### src/swsnd_pkg.sv
// swsnd_pkg: shared types, codes and constants of the sliding window sender
// beat structs, job struct passed from front to back, configuration struct
// no dependencies
`default_nettype none

package swsnd_pkg;

  // sizing defaults and fixed protocol constants
  localparam int WINDOW_SLOTS_DEF  = 32;
  localparam int MAX_PAYLOAD       = 1024;
  localparam int QUEUE_BYTES       = 65536;
  localparam int CTRL_HEADER_BYTES = 8;
  localparam int NEAR_TOP          = 60000;
  localparam int NEAR_BOTTOM       = 5000;

  // configuration port geometry
  localparam int CFG_INDEX_W = 2;
  localparam int CFG_DATA_W  = 8;

  typedef enum logic [CFG_INDEX_W-1:0] {
    CFG_MAX_WIN  = 2'd0,
    CFG_OWN_ID   = 2'd1,
    CFG_PROTO    = 2'd2,
    CFG_ACK_TYPE = 2'd3
  } swsnd_cfg_idx_e;

  typedef enum logic [1:0] {
    CMD_APPEND  = 2'd0,
    CMD_SEGMENT = 2'd1,
    CMD_TIMEOUT = 2'd2,
    CMD_UNUSED  = 2'd3
  } swsnd_cmd_e;

  typedef enum logic [1:0] {
    KIND_NEW    = 2'd0,
    KIND_RETX   = 2'd1,
    KIND_STATUS = 2'd2
  } swsnd_kind_e;

  typedef enum logic [1:0] {
    ST_OK      = 2'd0,
    ST_UNKNOWN = 2'd1,
    ST_FULL    = 2'd2,
    ST_IGNORED = 2'd3
  } swsnd_status_e;

  typedef enum logic [1:0] {
    JOB_APPEND  = 2'd0,
    JOB_ACK     = 2'd1,
    JOB_TIMEOUT = 2'd2,
    JOB_REPORT  = 2'd3
  } swsnd_job_e;

  typedef struct packed {
    logic [1:0]  command;
    logic [7:0]  connection_id;
    logic [16:0] append_length;
    logic [10:0] segment_length;
    logic [7:0]  segment_type;
    logic [7:0]  segment_protocol;
    logic [15:0] ack_number;
    logic [15:0] peer_window;
  } swsnd_in_t;

  typedef struct packed {
    logic [1:0]  kind;
    logic [15:0] sequence_low;
    logic [4:0]  slot;
    logic [10:0] payload_length;
    logic [31:0] stream_offset;
    logic [1:0]  status;
    logic        last;
  } swsnd_out_t;

  typedef struct packed {
    logic [5:0] max_win;
    logic [7:0] own_id;
    logic [7:0] proto;
    logic [7:0] ack_type;
  } swsnd_cfg_t;

  typedef struct packed {
    swsnd_job_e    op;
    swsnd_status_e status;
    logic [16:0]   alen;
    logic [15:0]   ack16;
    logic [15:0]   pwin;
  } swsnd_job_t;

endpackage

`default_nettype wire

### src/sliding_window_sender.sv
// sliding_window_sender: go-back-n sender controller, top level
// holds the configuration registers, joins swsnd_front and swsnd_back
// depends on swsnd_pkg, swsnd_front, swsnd_back
//
//  channel  | handshake                 | payload
//  ---------+---------------------------+--------------------------
//  in       | in_valid_i / in_ready_o   | in_data_i  (swsnd_in_t)
//  out      | out_valid_o / out_ready_i | out_data_o (swsnd_out_t)
//  cfg      | cfg_we_i                  | cfg_index_i, cfg_wdata_i
//
// the front classifies a beat in the cycle it arrives and queues it (two jobs)
// the back takes one job at a time: dispatch from idle, ack extend then slide,
// a read and an output step per resent segment and a closing read to end the sweep,
// a fill step per new segment and a last one to leave the fill, then the status beat
// all control state is cleared by rst_ni; the slot memory needs no clearing
// a stalled output holds the engine in place, the input queue keeps filling
`default_nettype none

module sliding_window_sender import swsnd_pkg::*; #(
  parameter int WINDOW_SLOTS = WINDOW_SLOTS_DEF
) (
  input  wire logic                   clk_i,
  input  wire logic                   rst_ni,
  input  wire logic                   in_valid_i,
  output logic                        in_ready_o,
  input  wire swsnd_in_t              in_data_i,
  output logic                        out_valid_o,
  input  wire logic                   out_ready_i,
  output swsnd_out_t                  out_data_o,
  input  wire logic                   cfg_we_i,
  input  wire logic [CFG_INDEX_W-1:0] cfg_index_i,
  input  wire logic [CFG_DATA_W-1:0]  cfg_wdata_i
);

  localparam int CNT_W = $clog2(WINDOW_SLOTS + 1);

  swsnd_cfg_t       cfg_q;
  logic             job_valid;
  swsnd_job_t       job;
  logic             job_pop;
  logic [CNT_W-1:0] flight;

  // configuration registers
  always_ff @(posedge clk_i or negedge rst_ni) begin
    if (!rst_ni) begin
      cfg_q.max_win  <= 6'd32;
      cfg_q.own_id   <= 8'd1;
      cfg_q.proto    <= 8'd0;
      cfg_q.ack_type <= 8'd0;
    end else if (cfg_we_i) begin
      case (cfg_index_i)
        CFG_MAX_WIN:  cfg_q.max_win  <= cfg_wdata_i[5:0];
        CFG_OWN_ID:   cfg_q.own_id   <= cfg_wdata_i;
        CFG_PROTO:    cfg_q.proto    <= cfg_wdata_i;
        CFG_ACK_TYPE: cfg_q.ack_type <= cfg_wdata_i;
        default: ;
      endcase
    end
  end

  // classify and queue
  swsnd_front u_front (
    .clk_i       (clk_i),
    .rst_ni      (rst_ni),
    .in_valid_i  (in_valid_i),
    .in_ready_o  (in_ready_o),
    .in_data_i   (in_data_i),
    .cfg_i       (cfg_q),
    .job_valid_o (job_valid),
    .job_o       (job),
    .job_pop_i   (job_pop)
  );

  // window engine
  swsnd_back #(
    .WINDOW_SLOTS (WINDOW_SLOTS)
  ) u_back (
    .clk_i       (clk_i),
    .rst_ni      (rst_ni),
    .cfg_i       (cfg_q),
    .job_valid_i (job_valid),
    .job_i       (job),
    .job_pop_o   (job_pop),
    .out_valid_o (out_valid_o),
    .out_ready_i (out_ready_i),
    .out_data_o  (out_data_o),
    .flight_o    (flight)
  );

`ifndef SYNTH
  // only the status beat closes a run
  a_last_on_status: assert property (@(posedge clk_i) disable iff (!rst_ni)
    out_valid_o |-> ((out_data_o.kind == KIND_STATUS) == out_data_o.last))
    else $error("last flag and status kind disagree");

  // new segments carry between one and a full payload
  a_new_len: assert property (@(posedge clk_i) disable iff (!rst_ni)
    (out_valid_o && (out_data_o.kind == KIND_NEW)) |->
      ((out_data_o.payload_length != 11'd0) &&
       (out_data_o.payload_length <= 11'(MAX_PAYLOAD))))
    else $error("new segment length out of range");

  // segments in flight never exceed the slot memory
  a_flight_bound: assert property (@(posedge clk_i) disable iff (!rst_ni)
    flight <= CNT_W'(WINDOW_SLOTS))
    else $error("more segments in flight than window slots");
`endif

endmodule

`default_nettype wire

### src/swsnd_front.sv
// swsnd_front: classifies incoming beats into jobs and queues them
// two-entry job queue decouples the input channel from the back engine
// depends on swsnd_pkg
`default_nettype none

module swsnd_front import swsnd_pkg::*; (
  input  wire logic       clk_i,
  input  wire logic       rst_ni,
  input  wire logic       in_valid_i,
  output logic            in_ready_o,
  input  wire swsnd_in_t  in_data_i,
  input  wire swsnd_cfg_t cfg_i,
  output logic            job_valid_o,
  output swsnd_job_t      job_o,
  input  wire logic       job_pop_i
);

  logic [1:0] cnt_q;
  logic       wr_q;
  logic       rd_q;
  swsnd_job_t fifo_q [2];
  swsnd_job_t job_d;
  logic       conn_ok;
  logic       hdr_ok;
  logic       push;
  logic       pop;

  // classify the beat: reject early, hand valid work to the back
  always_comb begin
    job_d.op     = JOB_REPORT;
    job_d.status = ST_IGNORED;
    job_d.alen   = in_data_i.append_length;
    job_d.ack16  = in_data_i.ack_number;
    job_d.pwin   = in_data_i.peer_window;
    conn_ok = (in_data_i.connection_id == cfg_i.own_id);
    hdr_ok  = (in_data_i.segment_length >= 11'(CTRL_HEADER_BYTES)) &&
              (in_data_i.segment_type == cfg_i.ack_type) &&
              (in_data_i.segment_protocol == cfg_i.proto);
    case (in_data_i.command)
      CMD_APPEND: begin
        if (conn_ok) begin
          job_d.op     = JOB_APPEND;
          job_d.status = ST_OK;
        end else begin
          job_d.status = ST_UNKNOWN;
        end
      end
      CMD_SEGMENT: begin
        if (!conn_ok) begin
          job_d.status = ST_UNKNOWN;
        end else if (hdr_ok) begin
          job_d.op     = JOB_ACK;
          job_d.status = ST_OK;
        end
      end
      CMD_TIMEOUT: begin
        job_d.op     = JOB_TIMEOUT;
        job_d.status = ST_OK;
      end
      default: ;
    endcase
  end

  // queue handshake
  assign in_ready_o  = (cnt_q != 2'd2);
  assign job_valid_o = (cnt_q != 2'd0);
  assign job_o       = fifo_q[rd_q];
  assign push        = in_valid_i && in_ready_o;
  assign pop         = job_pop_i && job_valid_o;

  // queue pointers and fill level
  always_ff @(posedge clk_i or negedge rst_ni) begin
    if (!rst_ni) begin
      cnt_q <= 2'd0;
      wr_q  <= 1'b0;
      rd_q  <= 1'b0;
    end else begin
      if (push) begin
        wr_q <= ~wr_q;
      end
      if (pop) begin
        rd_q <= ~rd_q;
      end
      case ({push, pop})
        2'b10:   cnt_q <= cnt_q + 2'd1;
        2'b01:   cnt_q <= cnt_q - 2'd1;
        default: ;
      endcase
    end
  end

  // queue storage
  always_ff @(posedge clk_i) begin
    if (push) begin
      fifo_q[wr_q] <= job_d;
    end
  end

endmodule

`default_nettype wire

### src/swsnd_back.sv
// swsnd_back: window engine, slot memory and output register
// runs one job at a time: ack slide, resend sweep, window fill, status beat
// depends on swsnd_pkg
`default_nettype none

module swsnd_back import swsnd_pkg::*; #(
  parameter int WINDOW_SLOTS = WINDOW_SLOTS_DEF,
  localparam int SLOT_W = $clog2(WINDOW_SLOTS),
  localparam int CNT_W  = $clog2(WINDOW_SLOTS + 1)
) (
  input  wire logic       clk_i,
  input  wire logic       rst_ni,
  input  wire swsnd_cfg_t cfg_i,
  input  wire logic       job_valid_i,
  input  wire swsnd_job_t job_i,
  output logic            job_pop_o,
  output logic            out_valid_o,
  input  wire logic       out_ready_i,
  output swsnd_out_t      out_data_o,
  output logic [CNT_W-1:0] flight_o
);

  localparam logic [SLOT_W:0]   SLOTS_X   = (SLOT_W + 1)'(WINDOW_SLOTS);
  localparam logic [SLOT_W-1:0] LAST_SLOT = SLOT_W'(WINDOW_SLOTS - 1);
  localparam logic [CNT_W-1:0]  SLOTS_C   = CNT_W'(WINDOW_SLOTS);

  typedef enum logic [2:0] {
    S_IDLE,
    S_ACK_EXT,
    S_ACK_SLIDE,
    S_RETX_RD,
    S_RETX_OUT,
    S_FILL,
    S_STATUS
  } state_e;

  typedef struct packed {
    logic [10:0] len;
    logic [31:0] off;
  } slot_ent_t;

  state_e            state_q;
  logic [31:0]       base_q;
  logic [31:0]       next_q;
  logic [SLOT_W-1:0] base_slot_q;
  logic [SLOT_W-1:0] next_slot_q;
  logic [CNT_W-1:0]  flight_q;
  logic [15:0]       peer_q;
  logic [16:0]       pend_q;
  logic [31:0]       pend_off_q;
  swsnd_status_e     status_q;
  logic [15:0]       ack16_q;
  logic [15:0]       pwin_q;
  logic [31:0]       dist_q;
  logic [CNT_W-1:0]  idx_q;
  logic [SLOT_W-1:0] ptr_q;
  logic              out_valid_q;
  swsnd_out_t        out_q;
  slot_ent_t         slot_mem [WINDOW_SLOTS];
  slot_ent_t         rd_ent_q;

  logic              out_free;
  logic [6:0]        max_win_x;
  logic [CNT_W-1:0]  cap;
  logic [CNT_W-1:0]  eff;
  logic              can_fill;
  logic [10:0]       fill_len;
  logic              fill_we;
  logic [15:0]       hi_ext;
  logic [31:0]       ack_ext;
  logic              slide_ok;
  logic [CNT_W-1:0]  dist_cnt;
  logic [SLOT_W:0]   slot_sum;
  logic [SLOT_W-1:0] base_slot_slid;
  logic [SLOT_W-1:0] next_slot_inc;
  logic [SLOT_W-1:0] ptr_inc;
  logic [17:0]       pend_sum;
  logic              queue_full;

  assign out_free    = !out_valid_q || out_ready_i;
  assign out_valid_o = out_valid_q;
  assign out_data_o  = out_q;
  assign flight_o    = flight_q;
  assign job_pop_o   = (state_q == S_IDLE) && job_valid_i;

  // effective window: register cap clamped to the slot count (zero taken as one), then to the peer window
  always_comb begin
    max_win_x = {1'b0, cfg_i.max_win};
    if (max_win_x > 7'(WINDOW_SLOTS)) begin
      cap = SLOTS_C;
    end else if (max_win_x == 7'd0) begin
      cap = CNT_W'(1);
    end else begin
      cap = CNT_W'(max_win_x);
    end
    eff = cap;
    if (peer_q < 16'(cap)) begin
      eff = (peer_q > 16'd1) ? CNT_W'(peer_q) : CNT_W'(1);
    end
  end

  // next segment of the pending queue
  assign can_fill = (flight_q < eff) && (pend_q != 17'd0);
  assign fill_len = (pend_q < 17'(MAX_PAYLOAD)) ? pend_q[10:0] : 11'(MAX_PAYLOAD);
  assign fill_we  = (state_q == S_FILL) && can_fill && out_free;

  // 16-bit ack extended against the window base
  always_comb begin
    hi_ext = base_q[31:16];
    if ((base_q[15:0] > 16'(NEAR_TOP)) && (ack16_q < 16'(NEAR_BOTTOM))) begin
      hi_ext = base_q[31:16] + 16'd1;
    end else if ((base_q[15:0] < 16'(NEAR_BOTTOM)) && (ack16_q > 16'(NEAR_TOP))) begin
      hi_ext = base_q[31:16] - 16'd1;
    end
    ack_ext = {hi_ext, ack16_q};
  end

  // slide distance and wrapped slot pointers
  assign slide_ok       = (dist_q != 32'd0) && (dist_q <= 32'(flight_q));
  assign dist_cnt       = dist_q[CNT_W-1:0];
  assign slot_sum       = (SLOT_W + 1)'(base_slot_q) + (SLOT_W + 1)'(dist_cnt);
  assign base_slot_slid = (slot_sum >= SLOTS_X) ? SLOT_W'(slot_sum - SLOTS_X)
                                                : SLOT_W'(slot_sum);
  assign next_slot_inc  = (next_slot_q == LAST_SLOT) ? '0 : next_slot_q + 1'b1;
  assign ptr_inc        = (ptr_q == LAST_SLOT) ? '0 : ptr_q + 1'b1;

  // append bound check
  assign pend_sum   = {1'b0, pend_q} + {1'b0, job_i.alen};
  assign queue_full = pend_sum > 18'(QUEUE_BYTES);

  // job sequencer with window state and output register
  always_ff @(posedge clk_i or negedge rst_ni) begin
    if (!rst_ni) begin
      state_q     <= S_IDLE;
      base_q      <= 32'd0;
      next_q      <= 32'd0;
      base_slot_q <= '0;
      next_slot_q <= '0;
      flight_q    <= '0;
      peer_q      <= 16'(WINDOW_SLOTS);
      pend_q      <= 17'd0;
      pend_off_q  <= 32'd0;
      status_q    <= ST_OK;
      ack16_q     <= 16'd0;
      pwin_q      <= 16'd0;
      dist_q      <= 32'd0;
      idx_q       <= '0;
      ptr_q       <= '0;
      out_valid_q <= 1'b0;
      out_q       <= '0;
    end else begin
      if (out_valid_q && out_ready_i) begin
        out_valid_q <= 1'b0;
      end
      case (state_q)
        S_IDLE: begin
          if (job_valid_i) begin
            status_q <= job_i.status;
            ack16_q  <= job_i.ack16;
            pwin_q   <= job_i.pwin;
            case (job_i.op)
              JOB_APPEND: begin
                if (queue_full) begin
                  status_q <= ST_FULL;
                end else begin
                  pend_q <= pend_sum[16:0];
                end
                state_q <= S_FILL;
              end
              JOB_ACK: begin
                state_q <= S_ACK_EXT;
              end
              JOB_TIMEOUT: begin
                idx_q   <= '0;
                ptr_q   <= base_slot_q;
                state_q <= S_RETX_RD;
              end
              default: begin
                state_q <= S_STATUS;
              end
            endcase
          end
        end
        S_ACK_EXT: begin
          dist_q  <= ack_ext - base_q;
          state_q <= S_ACK_SLIDE;
        end
        S_ACK_SLIDE: begin
          if (pwin_q != 16'd0) begin
            peer_q <= pwin_q;
          end
          if (slide_ok) begin
            base_q      <= base_q + dist_q;
            base_slot_q <= base_slot_slid;
            flight_q    <= flight_q - dist_cnt;
          end
          state_q <= S_FILL;
        end
        S_RETX_RD: begin
          state_q <= (idx_q == flight_q) ? S_FILL : S_RETX_OUT;
        end
        S_RETX_OUT: begin
          if (out_free) begin
            out_valid_q          <= 1'b1;
            out_q.kind           <= KIND_RETX;
            out_q.sequence_low   <= base_q[15:0] + 16'(idx_q);
            out_q.slot           <= 5'(ptr_q);
            out_q.payload_length <= rd_ent_q.len;
            out_q.stream_offset  <= rd_ent_q.off;
            out_q.status         <= ST_OK;
            out_q.last           <= 1'b0;
            idx_q                <= idx_q + 1'b1;
            ptr_q                <= ptr_inc;
            state_q              <= S_RETX_RD;
          end
        end
        S_FILL: begin
          if (can_fill) begin
            if (out_free) begin
              out_valid_q          <= 1'b1;
              out_q.kind           <= KIND_NEW;
              out_q.sequence_low   <= next_q[15:0];
              out_q.slot           <= 5'(next_slot_q);
              out_q.payload_length <= fill_len;
              out_q.stream_offset  <= pend_off_q;
              out_q.status         <= ST_OK;
              out_q.last           <= 1'b0;
              next_q               <= next_q + 32'd1;
              next_slot_q          <= next_slot_inc;
              flight_q             <= flight_q + 1'b1;
              pend_q               <= pend_q - 17'(fill_len);
              pend_off_q           <= pend_off_q + 32'(fill_len);
            end
          end else begin
            state_q <= S_STATUS;
          end
        end
        S_STATUS: begin
          if (out_free) begin
            out_valid_q          <= 1'b1;
            out_q.kind           <= KIND_STATUS;
            out_q.sequence_low   <= 16'd0;
            out_q.slot           <= 5'd0;
            out_q.payload_length <= 11'd0;
            out_q.stream_offset  <= 32'd0;
            out_q.status         <= status_q;
            out_q.last           <= 1'b1;
            state_q              <= S_IDLE;
          end
        end
        default: begin
          state_q <= S_IDLE;
        end
      endcase
    end
  end

  // per-slot length and offset, written on fill, read for resend
  always_ff @(posedge clk_i) begin
    if (fill_we) begin
      slot_mem[next_slot_q] <= '{len: fill_len, off: pend_off_q};
    end
    rd_ent_q <= slot_mem[ptr_q];
  end

endmodule

`default_nettype wire
### config.mk
export PLATFORM = sky130hd
export DESIGN_NAME = sliding_window_sender
export DESIGN_NICKNAME = d
export VERILOG_FILES = /design/src/swsnd_pkg.sv /design/src/sliding_window_sender.sv /design/src/swsnd_front.sv /design/src/swsnd_back.sv
export SDC_FILE = /design/constraint.sdc
export NUM_CORES = 2
export LEC_CHECK = 0
export BUFFER_PORTS_ARGS = -buffer_cell sky130_fd_sc_hd__buf_2
export CORE_ASPECT_RATIO = 0.6
export CORE_MARGIN = 1.5
export CORE_UTILIZATION = 55
export CTS_CLUSTER_SIZE = 25
export DETAILED_ROUTE_END_ITERATION = 10
export PLACE_DENSITY = 0.72
export SETUP_SLACK_MARGIN = 0.5
export SLEW_MARGIN = 20
export SYNTH_ARGS = -nofsm -noshare
export SYNTH_HDL_FRONTEND = slang
export SYNTH_SLANG_ARGS = --single-unit
### constraint.sdc
create_clock -name clk_i -period 13.64 [get_ports clk_i]
set_input_delay 1.364 -clock clk_i [delete_from_list [all_inputs] [get_ports clk_i]]
set_output_delay 1.364 -clock clk_i [all_outputs]
set_load 0.02 [all_outputs]
Word level (Yosys, flattened, before mapping)

Memories as Yosys holds them, arrays and structs flattened. A register that Yosys moved wholly into a read port is not among the register bits.
Cells that the tools add are included.

$add $sub $neg: 18
$lt $le $gt $ge: 13
Eq/ne operators: 32
Multiplexer cells: 57
Bitwise operators: 2
Reduce and logical (&&, ||, !) cells: 42

Operator list:

| cell                    | count |
|---|---|
| $mux W69                | 4 |
| $pmux W69 S3            | 1 |
| $mux W17                | 5 |
| $mux W6                 | 10 |
| $pmux W17 S2            | 1 |
| $add A32 B1 Y32 const B | 1 |
| $add A32 B11 Y32        | 1 |
| $add A32 B32 Y32        | 1 |
| $gt A16 B16 Y1 const B  | 2 |
| $le A32 B6 Y1           | 1 |
| $lt A16 B13 Y1 const B  | 2 |
| $mux W16                | 2 |
| $reduce_bool A32 Y1     | 1 |
| $sub A32 B32 Y32        | 1 |
| $mux W5                 | 6 |
| $eq A8 B8 Y1            | 3 |
| $pmux W6 S2             | 2 |
| $pmux W3 S7             | 1 |
| $add A17 B17 Y18        | 1 |
| $gt A18 B17 Y1 const B  | 1 |
| $lt A17 B11 Y1 const B  | 1 |
| $reduce_bool A17 Y1     | 1 |
| $sub A17 B11 Y17        | 1 |
| $add A16 B1 Y16 const B | 1 |
| 50 further kinds        | 113 |

Bits in registers: 329
Bits in writable memories: 1482
Output and inout port bits: 71
Word-level logic and storage cells: 196
Memories: 2

Memories:

| name            | words | width | rd ports | clocked after Yosys merged registers in | wr ports | line              | source |
|---|---|---|---|---|---|---|---|
| u_back.slot_mem | 32    | 43    | 1        | 1                                       | 1        | swsnd_back.sv:59  | `slot_ent_t slot_mem [WINDOW_SLOTS];` |
| u_front.fifo_q  | 2     | 53    | 1        | 0                                       | 1        | swsnd_front.sv:21 | `swsnd_job_t fifo_q [2];` |

Logic depth before layout (Yosys ltp)

Depth in word-level cells: 11
Gate-level depth with buffers: 19
Depth with buffers taken out: 18

Modules after synthesis

Synthesis repeated with hierarchy kept, for this count alone.

Cell total of the unflattened synthesis: 4312
Area total of the unflattened synthesis: 76449.6 um^2

By module, submodules not included:

| module                | times used | cells each | area each (um^2) |
|---|---|---|---|
| swsnd_back            | 1          | 4024       | 70973.1 |
| swsnd_front           | 1          | 224        | 4334.2 |
| sliding_window_sender | 1          | 64         | 1142.3 |

Worst setup path after synthesis

No wires, ideal clock.

Path type: register to register
Start point: reg cfg_q[29] (netlist name)
End point: mem u_back.slot_mem[12][0] (netlist name), enable pin
Arrival time: 5.630 ns
Required time: 13.196 ns
Path slack: 7.566 ns
Cell stages (with the launch flop): 19
Path buffers: 1
Period minus slack after synthesis: 6.074 ns
Cell sequence: dfstp_2 > clkinv_1 > nand2_1 > ha_1 > a211oi_1 > a21boi_0 > nor2_1 > nor2_1 > nand2_1 > o21a_1 > ha_1 > a21oi_1 > o22ai_1 > nor4_1 > nand2_1 > nor2_1 > clkbuf_1 > nand2_1 > nor2_1

Word-level cells in the longest chain between the ends: 11
Elaborated cells between the ends (all ways): 12
Those cells by class: 3 x order compare; 5 x mux; 4 x reduce/logical

Ends and longest elaborated chain:

| what                                                 | line                        | source |
|---|---|---|
| from (decl)                                          | sliding_window_sender.sv:37 | `swsnd_cfg_t cfg_q;` |
| branches (longest 2 deep; another with $gt A6 B6 Y1) | n/a                         |  |
| $mux W6 *                                            | swsnd_back.sv:89            | `if (max_win_x > 7'(WINDOW_SLOTS)) begin` |
| $lt A16 B6 Y1                                        | swsnd_back.sv:97            | `if (peer_q < 16'(cap)) begin` |
| $mux W6 *                                            | swsnd_back.sv:97            |  |
| $lt A6 B6 Y1 *                                       | swsnd_back.sv:103           | `assign can_fill = (flight_q < eff) && (pend_q != 17'd0);` |
| $logic_and A1 B1 Y1 *                                | swsnd_back.sv:103           |  |
| $logic_and A1 B1 Y1 * (2 in series)                  | swsnd_back.sv:105           | `assign fill_we = (state_q == S_FILL) && can_fill && out_free;` |
| $mux W1 *                                            | swsnd_back.sv:260           | `if (fill_we) begin` |
| $mux W1 (implied by the code) *                      | swsnd_back.sv:261           | `slot_mem[next_slot_q] <= '{len: fill_len, off: pend_off_q};` |
| to (decl)                                            | swsnd_back.sv:59            |  |

Mark *: on every way between the ends.

Worst setup path in the final report

Start point: reg cfg_q[29] (netlist name)
End point: mem u_back.slot_mem[31][28] (netlist name), enable pin

The elaborated chain is that of the path after synthesis.

==> key figures <==
Global routing
  – Vias in the first global route: 44,900
  – Grt met3 use: 5.10%
  – Met1 Usage GRT: 43.5%
  – Met2 usage: between 30% and 40%
  – Grt ovf: 0
  – Total track usage: 27.3%
  – Pin count of the biggest net entering global routing: between 100 and 150
  – First-pass GRT wire length: 292,000 um
  – Antenna violations before repair: 3
  – GR peak layer: met1

Synthesis
  – Synthesized area per cell: 15.1 um^2
  – Post-synth ARST share: 16.9%
  – Most area-consuming cells after synthesis: edfxtp_1 (57%), dfrtp_1 (9.9%), mux4_2 (5.0%)
  – Mapped cell area: 77,600 um^2
  – #FFs+latches synth: 1,836
  – Total nets after synthesis: around 5,400
  – Gate count after technology mapping: between 5,000 and 6,000
  – Post-synth top area cell: edfxtp_1
  – Prevailing post-synth register cell: edfxtp_1
  – Number of synthesized flops with an enable pin: between 1,000 and 1,500
  – Yosys top cell area share: a little under three fifths
  – Register area share after synthesis: between 60% and 70%
  – Distinct cells, synth: 90
  – Synthesis warning total: 0

Clock tree
  – Clock Latency Late Sink: 0.81 ns
  – Post-CTS setup buffers: 0
  – Hold buffer count at CTS: 0
  – CTS H-tree depth: 4
  – Worst-path clk slew: 0.06 ns
  – CTS tree: built
  – CTS Buf Count: between 150 and 200
  – Clk root buf: clkbuf_16
  – CTS max path bufs: 3
  – CTS sink cnt: 1,836
  – CTS-repair resized insts: 0

Final layout
  – Layout fillers: 10,100
  – Layout cells sized above 1: 16.8%
  – Layout area overhead: 11.0%
  – Finished Core Util: 61.7%
  – Post-layout nets: 5,567

Worst hold path
  – Worst Hold Launch: u_back.next_q[15]$_DFFE_PN0P_
  – Hold Path End: u_back.next_q[15]$_DFFE_PN0P_
  – Hold Path Depth: 1
  – HP Class: reg -> reg

Setup path
  – Worst R2R End: u_back.slot_mem[31][28]$_DFFE_PP_
  – Worst-case reg-to-reg path depth: 17
  – WP data required: 14.05 ns
  – WS Path Type: reg -> reg
  – Worst Setup End Kind: flop
  – Worst path arrival time: 7.76 ns
  – Critical Path Source Type: flop
  – Crit-path max cell delay: 1.03 ns
  – Critical path fanouts, max: 24
  – Most frequent CP cell: nand2_1
  – Reg2Reg Setup Slack: 6.29 ns
  – Reg2reg start: cfg_q[29]$_DFFE_PN1P_
  – Critical-path cell list: clkinv_1 > nand2_1 > ha_1 > a211oi_1 > a21boi_0 > nor2_1 > nor2_1 > mux2i_1 > ha_1 > nand3_1 > o22ai_1 > nor4_1 > nand2_1 > nor2_4 > nand2_1 > nor2_4 > buf_4
  – Critical path buffers and inverters: 2
  – CP top delay family: simple AND/OR/NAND/NOR gates
  – Critical Path Slowest Stage Cell: nor2_4
  – CP Launch Point: cfg_q[29]$_DFFE_PN1P_

STA
  – Unrepaired setup endpoints after global routing: false
  – Period Utilization, post-route: 53.9%
  – Worst slew pin tran: approximately 1.2 ns
  – Fin crit period: 7.35 ns
  – Worst hold slack: approximately 0.48 ns
  – Slew HR: 22.5%
  – Fmax: about 140 MHz
  – Hold Vio Cnt, Final: 0
  – Layout Skew: 0.0469 ns
  – Final Slew Violations: 0
  – Setup TNS: 0 ns
  – Setup violations, final: 0

Floorplanning
  – Core footprint: ~140,000 um^2
  – Die footprint: 144,000 um^2
  – Die Ht: 294 um
  – Top-level I/O count: 172
  – Die Wd: 488 um
  – Rows: 106
  – Initial core utilization: 55.6%

Power and ir drop
  – Register share of total power: 43.6%
  – Sw Pwr: 5.50 mW
  – Pint: roughly 11 mW
  – Power Dens Cells: 192 nW/um^2
  – VDD IR max: 0.000141 V
  – Clock Power Share: a little over a quarter
  – Sw Ratio: around 33%
  – Combinational share of power: 29.1%
  – Lkg Pwr: 28.8 nW

Drt
  – DR vias/cell: between 6 and 7
  – DRC violations left: 0
  – Routed Antenna Nets: 0
  – Vias: 46,800
  – 1st-iter DRT viols: 6,054
  – Avg WL per Cell: 26.7 um
  – Total wire length: 196,000 um
  – DRT Pass-1 Iters: 6

Placement
  – IO Port Bufs: between 150 and 200
  – Final Wtd Congestion: between 0.8 and 0.9
  – HPWL after detailed placement: 115,000 um

Status
  – Outcome: completed

Job
  – Max-Cap Viols: 0
cell usage in the layout, fill, tap and decap left out, types with 10 or more instances in the layout:
| master | count |
|---|---|
| o21ai_0 | 273 |
| clkbuf_16 | 166 |
| inv_1 | 107 |
| nor4_1 | 43 |
| nor3b_1 | 10 |
| o22ai_1 | 53 |
| o221ai_1 | 131 |
| and3_1 | 29 |
| o31ai_1 | 15 |
| nor2_1 | 248 |
| or3_1 | 10 |
| o21a_1 | 21 |
| clkinv_2 | 26 |
| a31oi_1 | 13 |
| a21oi_1 | 333 |
| clkinv_1 | 36 |
| edfxtp_1 | 1482 |
| buf_2 | 167 |
| nand2b_1 | 17 |
| dfrtp_1 | 289 |
| mux4_2 | 172 |
| nor2b_1 | 17 |
| a22oi_1 | 68 |
| dfxtp_1 | 43 |
| dfrtp_2 | 14 |
| nand2_1 | 321 |
| xor2_1 | 67 |
| buf_4 | 93 |
| nor3_1 | 45 |
| mux2i_1 | 304 |
| a21o_1 | 39 |
| xnor2_1 | 103 |
| mux2_2 | 151 |
| ha_1 | 138 |
| nand4_1 | 37 |
| nand3_1 | 56 |
| nor2_4 | 35 |
| clkbuf_1 | 36 |
registers in the layout (all words and copies together) (netlist names), 17 cells and up:
name,cells
u_back.rd_ent_q,43
u_back.slot_mem,1376
u_front.fifo_q,106
u_back.pend_q,17
u_back.out_data_o,68
u_back.base_q,31
u_back.dist_q,32
cfg_q,30
u_back.pend_off_q,32
metrics by stage:
step	worst slack [ns]	cell area [um^2]	std cells	power, mW
final	6.29	86100	7349	16.6
after global routing	5.83	86100	7347	17.3
after CTS	6.35	86100	7345	16.5
after detailed placement	6.44	80900	7046	12.1
after global placement	6.47	80900	7046	11.9
after floorplan	7.57	77600	5150	10.6
cell families (layout without fill, tap and decap cells):
| kind of cell | after synthesis | after routing | synth area share (%) |
|---|---|---|---|
| multiplexers | 629 | 629 | 11.1 |
| adder cells (fa/ha/maj) | 145 | 145 | 2.40 |
| XOR/XNOR | 170 | 170 | 1.92 |
| flip-flops | 1836 | 1836 | 68.5 |
| AO/OA/AOI/OAI | 1076 | 1076 | 8.79 |
| buffers and inverters | 366 | 673 | 1.85 |
| other | 1 | 3 | 0.00483 |
| AND/OR/NAND/NOR | 927 | 927 | 5.45 |
power groups by stage:
stage	Clock, mW	Sequential, mW	Combinational, mW
floorplan	0	7.22	3.40
global placement	0	7.30	4.62
detailed placement	0	7.31	4.74
CTS	4.58	7.20	4.77
global route	4.81	7.27	5.23
finish	4.53	7.21	4.82
cells in the mapped netlist, drive strengths merged, types with 43 or more instances:
| master | count |
|---|---|
| buf | 63 |
| nor3 | 46 |
| o221ai | 131 |
| nor4 | 44 |
| a22oi | 68 |
| ha | 138 |
| dfrtp | 308 |
| dfxtp | 43 |
| nand2 | 324 |
| o22ai | 53 |
| nand3 | 57 |
| o21ai | 277 |
| a21oi | 335 |
| edfxtp | 1482 |
| nor2 | 284 |
| inv | 107 |
| xnor2 | 103 |
| clkbuf | 193 |
| xor2 | 67 |
| mux2 | 153 |
| mux4 | 172 |
| mux2i | 304 |
layout make-up:
| class | instances | area (um^2) | area share [%] |
|---|---|---|---|
| tap | 1890 | 2360 | 2.74 |
| inverter | 110 | 413 | 0.479 |
| timing repair buffer | 264 | 1620 | 1.88 |
| sequential | 1836 | 53200 | 61.7 |
| clock buffer | 211 | 4410 | 5.12 |
| clock inverter | 88 | 767 | 0.890 |
| multi-input combinational | 2948 | 23400 | 27.1 |
| antenna | 2 | 5.00 | 0.00581 |
how the worst max path moves through the flow:
| stage | to | slack (ns) | depth (start not counted) |
|---|---|---|---|
| finish | u_back.slot_mem[31][28]$_DFFE_PP_ | 6.29 | 17 |
| global route | u_back.slot_mem[16][7]$_DFFE_PP_ | 5.83 | 17 |
| CTS | u_back.slot_mem[29][6]$_DFFE_PP_ | 6.35 | 17 |
| detailed placement | u_back.slot_mem[16][8]$_DFFE_PP_ | 6.44 | 17 |
| global placement | u_back.slot_mem[29][20]$_DFFE_PP_ | 6.47 | 17 |
| floorplan | u_back.slot_mem[12][0]$_DFFE_PP_ | 7.57 | 18 |
layer usage:
metal	vias to the layer above	wire length, um
met2	2306	84200
li1	20400	-
met4	0	3950
met5	-	0
met1	23800	88300
met3	255	19600
(Power assumes the default switching activity.)
